### src/rtl/aspt_pkg.sv
// Package for the allocation site profile table.
// Holds op and status codes, the slot entry type and the control/status structs.
// No dependencies.
package aspt_pkg;

  localparam logic [2:0] OP_ALLOC = 3'd0;
  localparam logic [2:0] OP_SURV  = 3'd1;
  localparam logic [2:0] OP_PROM  = 3'd2;
  localparam logic [2:0] OP_DECAY = 3'd3;
  localparam logic [2:0] OP_SCAN  = 3'd4;

  localparam logic [1:0] ST_OK        = 2'd0;
  localparam logic [1:0] ST_NOT_FOUND = 2'd1;
  localparam logic [1:0] ST_FULL      = 2'd2;
  localparam logic [1:0] ST_NO_CAND   = 2'd3;

  // Source of the fields of an emitted word.
  localparam logic [1:0] EM_UPD   = 2'd0;
  localparam logic [1:0] EM_PEND  = 2'd1;
  localparam logic [1:0] EM_KEY   = 2'd2;
  localparam logic [1:0] EM_BLANK = 2'd3;

  localparam logic REG_THRESHOLD   = 1'b0;
  localparam logic REG_MIN_SAMPLES = 1'b1;

  localparam int unsigned OUT_LIMIT  = 64;
  localparam int unsigned SIZE_SHIFT = 3;

  typedef struct packed {
    logic [31:0] site;
    logic [31:0] allocs;
    logic [47:0] bytes;
    logic [31:0] surv;
    logic [31:0] prom;
    logic [7:0]  tag;
    logic [15:0] cls;
  } entry_t;

  typedef struct packed {
    logic       load;
    logic       rd;
    logic       claim;
    logic       upd;
    logic       dec;
    logic       mul;
    logic       pend_ld;
    logic       emit;
    logic [1:0] emit_sel;
    logic [1:0] status;
    logic       last;
    logic [2:0] op;
  } cmd_t;

  typedef struct packed {
    logic match;
    logic qual;
    logic last_slot;
    logic empty;
    logic full;
  } stat_t;

endpackage

### src/rtl/aspt_ctrl.sv
// Controller of the allocation site profile table: sequences slot search,
// update, decay walk and candidate scan. Depends on aspt_pkg.
module aspt_ctrl #(
  parameter int unsigned SITES = 64,
  parameter int unsigned IW    = $clog2(SITES)
) (
  input  logic            clk_i,
  input  logic            rst_ni,
  input  logic            start,
  output logic            busy,
  input  logic [2:0]      op_i,
  input  aspt_pkg::stat_t stat_i,
  output aspt_pkg::cmd_t  cmd_o,
  output logic [IW-1:0]   idx_o,
  output logic [IW-1:0]   rd_addr_o
);

  localparam logic [3:0] S_IDLE     = 4'd0;
  localparam logic [3:0] S_SRCH_RD  = 4'd1;
  localparam logic [3:0] S_SRCH_CMP = 4'd2;
  localparam logic [3:0] S_UPD      = 4'd3;
  localparam logic [3:0] S_DEC_RD   = 4'd4;
  localparam logic [3:0] S_DEC_WR   = 4'd5;
  localparam logic [3:0] S_SCAN_RD  = 4'd6;
  localparam logic [3:0] S_SCAN_MUL = 4'd7;
  localparam logic [3:0] S_SCAN_DEC = 4'd8;
  localparam logic [3:0] S_FLUSH    = 4'd9;

  logic [3:0]    state_q, state_d;
  logic [2:0]    op_q, op_d;
  logic [IW-1:0] idx_q, idx_d;
  logic [6:0]    cnt_q, cnt_d;
  logic          claim_q, claim_d;
  logic          last_walk;

  assign busy      = (state_q != S_IDLE);
  assign idx_o     = idx_q;
  assign last_walk = stat_i.last_slot || stat_i.empty;

  always_comb begin
    state_d = state_q;
    op_d    = op_q;
    idx_d   = idx_q;
    cnt_d   = cnt_q;
    claim_d = claim_q;
    cmd_o   = '0;
    cmd_o.op = op_q;
    rd_addr_o = idx_q;
    unique case (state_q)
      S_IDLE: begin
        if (start) begin
          cmd_o.load = 1'b1;
          op_d  = op_i;
          idx_d = '0;
          cnt_d = '0;
          unique case (op_i) inside
            aspt_pkg::OP_ALLOC, aspt_pkg::OP_SURV,
            aspt_pkg::OP_PROM:  state_d = S_SRCH_RD;
            aspt_pkg::OP_DECAY: state_d = S_DEC_RD;
            aspt_pkg::OP_SCAN:  state_d = S_SCAN_RD;
            default: ;
          endcase
        end
      end
      S_SRCH_RD: begin
        cmd_o.rd = 1'b1;
        state_d = S_SRCH_CMP;
      end
      S_SRCH_CMP: begin
        if (stat_i.match) begin
          claim_d = 1'b0;
          state_d = S_UPD;
        end else if (last_walk) begin
          if (op_q == aspt_pkg::OP_ALLOC && !stat_i.full) begin
            claim_d = 1'b1;
            state_d = S_UPD;
          end else begin
            cmd_o.emit     = 1'b1;
            cmd_o.emit_sel = aspt_pkg::EM_KEY;
            cmd_o.status   = (op_q == aspt_pkg::OP_ALLOC) ? aspt_pkg::ST_FULL
                                                          : aspt_pkg::ST_NOT_FOUND;
            cmd_o.last     = 1'b1;
            state_d = S_IDLE;
          end
        end else begin
          idx_d = idx_q + IW'(1);
          rd_addr_o = idx_d;
          cmd_o.rd = 1'b1;
        end
      end
      S_UPD: begin
        cmd_o.upd      = 1'b1;
        cmd_o.claim    = claim_q;
        cmd_o.emit     = 1'b1;
        cmd_o.emit_sel = aspt_pkg::EM_UPD;
        cmd_o.status   = aspt_pkg::ST_OK;
        cmd_o.last     = 1'b1;
        state_d = S_IDLE;
      end
      S_DEC_RD: begin
        cmd_o.rd = 1'b1;
        state_d = S_DEC_WR;
      end
      S_DEC_WR: begin
        cmd_o.dec = !stat_i.empty;
        if (last_walk) begin
          cmd_o.emit     = 1'b1;
          cmd_o.emit_sel = aspt_pkg::EM_BLANK;
          cmd_o.status   = aspt_pkg::ST_OK;
          cmd_o.last     = 1'b1;
          state_d = S_IDLE;
        end else begin
          // Read the next slot while the halved one is written back.
          idx_d = idx_q + IW'(1);
          rd_addr_o = idx_d;
          cmd_o.rd = 1'b1;
        end
      end
      S_SCAN_RD: begin
        cmd_o.rd = 1'b1;
        state_d = S_SCAN_MUL;
      end
      S_SCAN_MUL: begin
        cmd_o.mul = 1'b1;
        state_d = S_SCAN_DEC;
      end
      S_SCAN_DEC: begin
        // A qualifier is held back one step so that the final word can carry last.
        if (stat_i.qual) begin
          cmd_o.pend_ld = 1'b1;
          if (cnt_q != '0) begin
            cmd_o.emit     = 1'b1;
            cmd_o.emit_sel = aspt_pkg::EM_PEND;
            cmd_o.status   = aspt_pkg::ST_OK;
          end
          cnt_d = cnt_q + 7'd1;
        end
        if (stat_i.qual && cnt_q == 7'(aspt_pkg::OUT_LIMIT - 1)) begin
          state_d = S_FLUSH;
        end else if (last_walk) begin
          state_d = S_FLUSH;
        end else begin
          idx_d = idx_q + IW'(1);
          state_d = S_SCAN_RD;
        end
      end
      S_FLUSH: begin
        cmd_o.emit   = 1'b1;
        cmd_o.last   = 1'b1;
        if (cnt_q != '0) begin
          cmd_o.emit_sel = aspt_pkg::EM_PEND;
          cmd_o.status   = aspt_pkg::ST_OK;
        end else begin
          cmd_o.emit_sel = aspt_pkg::EM_BLANK;
          cmd_o.status   = aspt_pkg::ST_NO_CAND;
        end
        state_d = S_IDLE;
      end
      default: state_d = S_IDLE;
    endcase
  end

  always_ff @(posedge clk_i or negedge rst_ni) begin
    if (!rst_ni) begin
      state_q <= S_IDLE;
      op_q    <= aspt_pkg::OP_ALLOC;
      idx_q   <= '0;
      cnt_q   <= '0;
      claim_q <= 1'b0;
    end else begin
      state_q <= state_d;
      op_q    <= op_d;
      idx_q   <= idx_d;
      cnt_q   <= cnt_d;
      claim_q <= claim_d;
    end
  end

  a_last_ends: assert property (@(posedge clk_i) disable iff (!rst_ni)
    cmd_o.emit && cmd_o.last |=> state_q == S_IDLE) else $error("last word without end");
  a_cnt_bound: assert property (@(posedge clk_i) disable iff (!rst_ni)
    cnt_q <= 7'(aspt_pkg::OUT_LIMIT)) else $error("scan count beyond limit");
  a_idle_quiet: assert property (@(posedge clk_i) disable iff (!rst_ni)
    state_q == S_IDLE |-> !cmd_o.emit && !cmd_o.upd && !cmd_o.dec)
    else $error("datapath action while idle");

endmodule

### config.mk
export PLATFORM = sky130hd
export DESIGN_NAME = aspt_ctrl
export DESIGN_NICKNAME = d
export VERILOG_FILES = /design/src/rtl/aspt_pkg.sv /design/src/rtl/aspt_ctrl.sv
export SDC_FILE = /design/constraint.sdc
export NUM_CORES = 1
export LEC_CHECK = 0
export BUFFER_PORTS_ARGS = -buffer_cell sky130_fd_sc_hd__buf_2
export CELL_PAD_IN_SITES_DETAIL_PLACEMENT = 0
export CELL_PAD_IN_SITES_GLOBAL_PLACEMENT = 1
export CORE_MARGIN = 2
export CORE_UTILIZATION = 43
export CTS_CLUSTER_DIAMETER = 80
export DETAILED_ROUTE_END_ITERATION = 10
export PLACE_DENSITY = 0.85
export SYNTH_ARGS = -nofsm -noshare
export SYNTH_HDL_FRONTEND = slang
export SYNTH_SLANG_ARGS = --single-unit
### constraint.sdc
create_clock -name clk_i -period 7 [get_ports clk_i]
set_input_delay 1.75 -clock clk_i [delete_from_list [all_inputs] [get_ports clk_i]]
set_output_delay 1.75 -clock clk_i [all_outputs]
set_load 0.01 [all_outputs]
After elaboration in Yosys (flattened, before gate mapping). Index checks and enable logic that the tools add are counted.

$add $sub $neg: 2. Reductions and logical operators: 22. Equal/unequal tests: 20. Mux-type cells: 40.

Operator list (count): 2-to-1 mux 6 bit (9); case mux 4 bit (8 select lines) (1); 2-to-1 mux 4 bit (7); case mux 5 bit (5 select lines) (1); case mux 6 bit (4 select lines) (1); equality test 4 x 3 -> 1 bit (second input constant) (4); 2-to-1 mux 7 bit (2); case mux 7 bit (2 select lines) (1); case mux 4 bit (3 select lines) (1); case mux 6 bit (2 select lines) (1); 2-to-1 mux 1 bit (10); AND reduction 3 bit (3); equality test 4 x 2 -> 1 bit (second input constant) (2); equality test 4 bit (second input constant) (2); inequality test 2 bit (second input constant) (4); nonzero test 4 bit (2); adder 7 x 1 -> 7 bit (second input constant) (1); equality test 7 x 6 -> 1 bit (second input constant) (1); nonzero test 7 bit (1); adder 6 x 1 -> 6 bit (second input constant) (1); equality test 3 x 2 -> 1 bit (second input constant) (2); logical NOT 3 bit (2); 2-to-1 mux 2 bit (3); case mux 1 bit (3 select lines) (2); other kinds (15) (20).

Word-level logic and storage cells: 89. Bits in registers: 21. Output and inout bits: 29. Bits of input ports: 11.

Depth between registers and ports, before layout. Gate-level depths: netlist of the first run.

Depth after elaboration: 6. Mapped depth: 6. Mapped depth without buffers: 5.

Worst setup path before layout of the first run. OpenSTA, ideal clock, no wires.

Path kind: input-to-output. From: in stat_i[4] (netlist name). To: out rd_addr_o[1]. Cell stages on the path: 4. Path slack: 2.149 ns. Arrival: 3.101 ns. Buffers on the path: 1. Cell sequence: clkbuf_1 or4b_4 a211oi_2 mux2_2.

Longest elaborated chain between the ends: 2.

RTL lines: start: declaration (RTL line aspt_ctrl.sv:12) `input aspt_pkg::stat_t stat_i,`; 2-to-1 mux 6 bit; case mux 6 bit (2 select lines) (RTL line aspt_ctrl.sv:49) `unique case (state_q)`; end: declaration (RTL line aspt_ctrl.sv:15) `output logic [IW-1:0] rd_addr_o`.

Every way passes these cells.

Final worst setup path of the first run. Same ends and word-level chain as after synthesis.

==> results of run 1 <==
[where the power goes]
part	internal [W]	switching, W	total [W]
sequential	0.000142	0.0000596	0.000202
clock	0.0000406	0.0000420	0.0000826
combinational	0.000130	0.000148	0.000278
total	0.000313	0.000249	0.000562
[critical path: stages]
cell,delay [ps]
buf_2,160
or4b_4,500
a211oi_2,340
mux2_2,390
buf_2,140
[cells by family after synthesis]
family / count (synthesis)
and+or+nand+nor: 75
AOI/OAI and AO/OA: 52
DFF: 21
buffers and inverters: 20
xor gates and xnor gates: 12
muxes: 6
adders and majority gates: 3
[worst min path at each step]
stage,start,end,cells past startpoint
floorplan,claim_q,claim_q,2
global placement,claim_q,claim_q,2
detailed placement,claim_q,claim_q,2
CTS,claim_q,claim_q,2
global route,claim_q,claim_q,2
finish,claim_q,claim_q,2
[cells in the mapped netlist, types with 3 or more instances]
cell type / n / share of area
a21oi_1: 8 / 0.023
a41oi_1: 5 / 0.026
o211ai_1: 3 / 0.013
a31o_2: 5 / 0.026
inv_1: 5 / 0.011
o21ai_0: 13 / 0.038
xnor2_1: 3 / 0.015
nor4_1: 3 / 0.011
nand2_1: 9 / 0.020
nor2_1: 13 / 0.029
a21o_1: 3 / 0.013
buf_2: 5 / 0.015
nor3_1: 7 / 0.020
ha_1: 3 / 0.022
buf_6: 4 / 0.026
clkbuf_1: 5 / 0.011
and2_1: 6 / 0.022
nand3_1: 4 / 0.012
dfrtp_1: 21 / 0.31
nand4_1: 4 / 0.015
nand2b_1: 4 / 0.015
xor2_1: 9 / 0.046
nand3b_1: 4 / 0.018
mux2_2: 5 / 0.033
[layer usage]
layer / routed length, um / track usage / vias to the layer above
li1: - / - / 767
met1: 1950 / 0.292 / 753
met2: 1940 / 0.330 / 44
met3: 204 / 0.0203 / 2
met4: 25 / 0.0459 / 0
met5: 0 / 0 / -
[final cells by class]
class	count	share of cell area
multi-input cells	148	0.559
repair buffers	39	0.102
inverters	5	0.00980
well taps	48	0.0314
clock buffers	4	0.0235
flip-flops and latches	21	0.274
[layout by cell type (no fill, tap or decap), types with 5 or more instances in the layout]
master / n
buf_2: 39
dfrtp_1: 21
nor2_1: 13
o21ai_0: 13
nand2_1: 9
xor2_1: 9
a21oi_1: 8
nor3_1: 7
and2_1: 6
inv_1: 5
mux2_2: 5
a31o_2: 5
a41oi_1: 5
[metrics by stage]
| step | hold WS, ps | util |
|---|---|---|
| after floorplan | 483 | - |
| after global placement | 500 | 0.500 |
| after detailed placement | 513 | 0.500 |
| after CTS | 532 | 0.512 |
| after global routing | 571 | 0.512 |
| final | 529 | 0.512 |
[sequential cells by signal, summed over array words and instances, names as in the netlist]
register	cells
op_q	3
claim_q	1
idx_o	6
cnt_q	7
state_q	4
==> results.py, run 1 <==
metrics = {
    "cells_and_area": {
        "fin_area_mm2": 0.00192,
        "antennaDiodeCount": 0,
        "ff_latch_area_um2": 526,
        "multi_input_area_mm2": 0.00107,
        "finish.net_count": 232,
        "drive_gt1_frac": 0.290,
        "non_filler_instance_count_after_layout": 265,
        "fillCellCount": 393,
        "area.growth.synth_to_final_pct": 11.9,
    },
    "logic_synthesis": {
        "synth_simple_gate_area_share": 0.288,
        "syn-num-nets": 203,
        "synth_top_family_by_area": "simple AND/OR/NAND/NOR gates",
        "post_synth_fa_ha_maj_area_fraction": 0.0219,
        "ys_seq_elements": 21,
        "synth.lib_cells_used.distinct": 55,
        "post_synth_instance_area_mm2": 0.00171,
        "synth_seq_area_share": 0.307,
        "synth_compound_gate_area_share": 0.216,
        "yosysWarningCount": 0,
        "netlist_instances": 189,
        "async_reset_ff_frac": 1.00,
        "synthMuxAreaShare": 0.0387,
        "synthFlopType": "dfrtp_1",
        "avgSynthCellArea_um2": 9.06,
        "synth_edf_count": 0,
        "post_synth_xor_area_fraction": 0.0614,
    },
    "route": {
        "viasPerCell": 5.91,
        "post_drt_wl_per_cell_um": 15.6,
        "antenna_left": 0,
        "routed_wl_um": 4120,
        "initialDrtViolationCount": 142,
        "detail_route.drc_violations": 0,
        "firstDrtPassIters": 4,
        "routed-via-count": 1566,
    },
    "timing": {
        "setup_violators_final": 0,
        "final.setup_skew_ps": 10.1,
        "rsz0062_at_grt": "no",
        "count_of_final_hold_check_violations": 0,
        "setup_slack_after_layout_ps": 1970,
        "tightestPinTransition_ps": 780,
        "max_clock_freq_mhz": 199,
        "sum_neg_setup_slack_ps": 0,
        "fin_crit_ps": 5030,
        "fin_crit_sh": 0.718,
        "timing.final.max_slew_violations": 0,
        "maxSlewHeadroom": 0.478,
    },
    "worst_setup_path": {
        "endpoint": "rd_addr_o[1]",
        "worstSetupStartpoint": "stat_i[4]",
        "setup.worst_path.class": "in -> out",
        "cp.arrival_ps": 3280,
        "crit-reg2reg-capture": "idx_o[1]",
        "timing.critical_path.from_type": "input pin",
        "worst-path-max-fanout": 10,
        "r2r_cells": 4,
        "worstReg2RegStart": "state_q[3]",
        "reg2reg_slack_ps": 4360,
        "cp_data_required_time_ps": 5250,
        "end_kind": "output pin",
    },
    "power_and_ir_drop": {
        "power_density_mw_per_mm2": 294,
        "leakage_power_nw": 0.878,
        "power.ir.vdd_worst_mv": 0.159,
        "design_power_total_w": 0.000562,
    },
    "clock_tree": {
        "tritoncts": "built",
        "clockBufferDepth": 2,
        "clk_transition_reported_paths_ps": 90,
        "cts_buffers": 3,
        "clock_tree.htree_level_count": 1,
        "cts_sinks": 21,
        "post_cts.resized_instances": 0,
        "insertion_delay_ps": 260,
        "postcts_setup_bufs": 0,
        "hold_fix_buffers_at_cts": 0,
        "cts_root_buf": "clkbuf_8",
    },
    "global_routing": {
        "grt_antenna_before_repair": 0,
        "grt_pass1_wl_um": 7080,
        "grt.total_usage": 0.204,
        "grt-ovfl-total": 0,
        "via_count_of_the_first_global_routing_pass": 1469,
        "grt_max_degree": 22,
    },
    "placement": {
        "post-place-cells": 261,
        "place.port_buffers": 39,
        "place_congestion": 0.814,
        "place.detailed.hpwl_um": 2990,
        "place_ws_ps": 1970,
        "dpl_cell_area_mm2": 0.00187,
    },
    "floorplan": {
        "num_io_pins": 40,
        "core_area_mm2": 0.00374,
        "fp.dieH_um": 67.1,
        "initial_util": 0.457,
        "die_area_mm2": 0.00450,
        "fp.dieW_um": 67.1,
        "placementRows": 22,
    },
    "worst_hold_path": {
        "min_path_type": "reg -> reg",
    },
    "run_status": {
        "result_of_the_run": "completed",
    },
    "flow_run": {
        "max_cap_violations": 0,
    },
}
Power figures use the tool's default switching activity.
==> inputs of run 2 (changes only) <==
- ABC_AREA: not set -> 1
- CORE_UTILIZATION: 43 -> 37
- PLACE_DENSITY: 0.85 -> 0.81
- clock period: 7 -> 5.16 ns (I/O delays scaled with it)
==> run 2 against run 1 <==
Compared with the run above: sequential power grew 24%; hold slack lost 17 ps; count of clock-buffer cells in the layout shrank 1; critical path depth grew 5; total power grew 47%; non-clock buffer count is the same; cell count grew 35%; critical endpoint is now rd_addr_o[5]; largest cell class unchanged.
==> results.py, run 2 <==
metrics = {
    "placement": {
        "place.port_buffers": 39,
        "place_congestion": 0.846,
        "place.detailed.hpwl_um": 3470,
        "place_ws_ps": 1020,
    },
    "global_routing": {
        "grt_antenna_before_repair": 0,
        "grt-ovfl-total": 0,
        "grt_pass1_wl_um": 7420,
        "grt_max_degree": 22,
        "grt.total_usage": 0.181,
        "via_count_of_the_first_global_routing_pass": 1665,
    },
    "worst_setup_path": {
        "slowest_stage": "nor2_1",
        "crit-reg2reg-capture": "idx_o[0]",
        "cp.buffers_inverters": 2,
        "r2r_cells": 8,
        "cp_data_required_time_ps": 3870,
        "cp.arrival_ps": 2820,
        "worstReg2RegStart": "state_q[0]",
        "worst-path-max-fanout": 12,
        "worstPathCellList": "buf_2 -> nor2_1 -> nand2_1 -> nor2_1 -> nand3_1 -> nand2_1 -> nand2_1 -> nand2_1 -> o211ai_1 -> buf_2",
        "end_kind": "output pin",
        "critical-path-top-cell-by-count": "nand2_1",
        "reg2reg_slack_ps": 3620,
        "crit_family": "simple AND/OR/NAND/NOR gates",
        "setup.worst_path.class": "in -> out",
        "critical-path-max-stage-delay_ps": 580,
        "timing.critical_path.from_type": "input pin",
    },
    "cells_and_area": {
        "antennaDiodeCount": 0,
        "final_cell_mix": "87 x nand2_1, 39 x buf_2, 36 x inv_1",
        "drive_gt1_frac": 0.221,
        "regMostFlops": "cnt_q",
        "finish.net_count": 322,
        "area.growth.synth_to_final_pct": 17.8,
        "number_of_flip_flops_in_the_largest_register": 7,
        "final_core_utilization": 0.454,
        "mostFrequentLayoutCell": "nand2_1",
    },
    "logic_synthesis": {
        "yosysWarningCount": 0,
        "async_reset_ff_frac": 1.00,
        "ys_seq_elements": 21,
        "synth_seq_area_share": 0.311,
        "post_synth_instance_area_mm2": 0.00169,
        "syn-num-nets": 279,
        "avgSynthCellArea_um2": 6.38,
        "yosysTopAreaCell": "dfrtp_1",
        "dominant_cell_by_count_in_the_synthesized_netlist": "nand2_1",
        "netlist_instances": 265,
        "synth.lib_cells_used.distinct": 29,
        "post-synth-top-area-fraction": 0.311,
        "synthTopCellsByCount": "87 x nand2_1, 36 x inv_1, 23 x nor2_1",
        "synthFlopType": "dfrtp_1",
        "netlist_top_cells_area": "dfrtp_1 31%, nand2_1 19%, inv_1 8.0%, o21ai_0 5.9%, nor2_1 5.1%",
        "synth_edf_count": 0,
    },
    "timing": {
        "finalHoldWorstSlack_ps": 512,
        "max_clock_freq_mhz": 243,
        "sum_neg_setup_slack_ps": 0,
        "maxSlewHeadroom": 0.503,
        "timing.final.max_slew_violations": 0,
        "setup_slack_after_layout_ps": 1050,
        "setup_violators_final": 0,
        "rsz0062_at_grt": "no",
        "tightestPinTransition_ps": 743,
        "fin_crit_ps": 4110,
        "final.setup_skew_ps": 5.50,
        "fin_crit_sh": 0.797,
        "count_of_final_hold_check_violations": 0,
    },
    "worst_hold_path": {
        "min_path_type": "reg -> reg",
        "min-delay-start": "claim_q",
        "timing.hold.worst_endpoint": "claim_q",
        "holdPathStages": 2,
    },
    "clock_tree": {
        "post_cts.resized_instances": 0,
        "clockBufferDepth": 2,
        "postcts_setup_bufs": 0,
        "cts_buffers": 3,
        "clk_transition_reported_paths_ps": 80,
        "insertion_delay_ps": 270,
        "tritoncts": "built",
        "cts_root_buf": "clkbuf_8",
        "cts_sinks": 21,
        "clock_tree.htree_level_count": 1,
        "hold_fix_buffers_at_cts": 0,
    },
    "floorplan": {
        "fp.dieH_um": 71.6,
        "num_io_pins": 40,
        "die_area_mm2": 0.00513,
        "placementRows": 24,
        "core_area_mm2": 0.00438,
        "fp.dieW_um": 71.6,
        "initial_util": 0.386,
    },
    "route": {
        "firstDrtPassIters": 4,
        "viasPerCell": 4.87,
        "post_drt_wl_per_cell_um": 11.9,
        "antenna_left": 0,
        "routed_wl_um": 4280,
        "routed-via-count": 1747,
        "initialDrtViolationCount": 79,
        "detail_route.drc_violations": 0,
    },
    "flow_run": {
        "max_cap_violations": 0,
    },
    "run_status": {
        "result_of_the_run": "completed",
    },
    "power_and_ir_drop": {
        "leakage_power_nw": 1.12,
        "power_density_mw_per_mm2": 415,
        "power.ir.vdd_worst_mv": 0.199,
    },
}
==> run 2: cell count changes after synthesis, sizes merged, moves of 8 or more <==
cell   change
nand3     +13
nor2      +18
buf        -9
nand2     +85
inv       +36
xor2       -8
==> run 2: report_power, final <==
part	leakage, nW	switching (W)	internal, W
clock network	0.0217	0.0000609	0.0000547
logic	0.811	0.000300	0.000160
registers	0.282	0.0000459	0.000205
==> run 2: metrics by stage <==
stage | cell area (um^2) | total power, W | cells
final | 1990 | 0.000827 | 359
after global routing | 1990 | 0.000908 | 359
after CTS | 1990 | 0.000838 | 359
after detailed placement | 1940 | 0.000720 | 355
after global placement | 1940 | 0.000721 | 355
after floorplan | 1690 | 0.000572 | 265
==> run 2: worst reg2reg max path: stages, from the launching register on <==
cell and delay (ps):
dfrtp_1 470, inv_1 100, nor2_2 120, nand2_2 160, nand2_1 210, inv_1 110
o21ai_0 160, nand2_1 60, o21ai_0 70
==> run 2: logic make-up after synthesis <==
kind of cell               count (synthesis)  share of synthesized area
xor gates and xnor gates                   2                     0.0104
AOI/OAI and AO/OA                         39                      0.129
adders and majority gates                  3                     0.0222
buffers and inverters                     42                     0.0970
DFF                                       21                      0.311
and+or+nand+nor                          158                      0.431
==> run 2: worst max path at each step <==
stage,depth (start not counted),endpoint,slack [ps],from
after floorplan,9,rd_addr_o[5],1670,stat_i[1]
after global placement,10,rd_addr_o[5],1080,stat_i[1]
after detailed placement,10,rd_addr_o[5],1020,stat_i[1]
after CTS,10,rd_addr_o[5],1020,stat_i[1]
after global routing,10,rd_addr_o[5],800,stat_i[1]
final,10,rd_addr_o[5],1050,stat_i[1]
==> run 2: metal layers <==
layer	GRT usage	wire length, um	share of wire	vias to the layer above
met5	0	0	0	-
met4	0.0440	40	0.0093	0
met3	0.0338	121	0.028	5
met2	0.303	2080	0.49	23
met1	0.242	2040	0.48	784
li1	-	-	-	935
==> run 2: cell type report <==
class	count	area, um^2
tap	52	65.1
timing repair buffer	39	195
sequential	21	526
fill	491	2390
multi-input combinational	202	1000
clock buffer	3	41.3
inverter	41	156
clock inverter	1	7.51
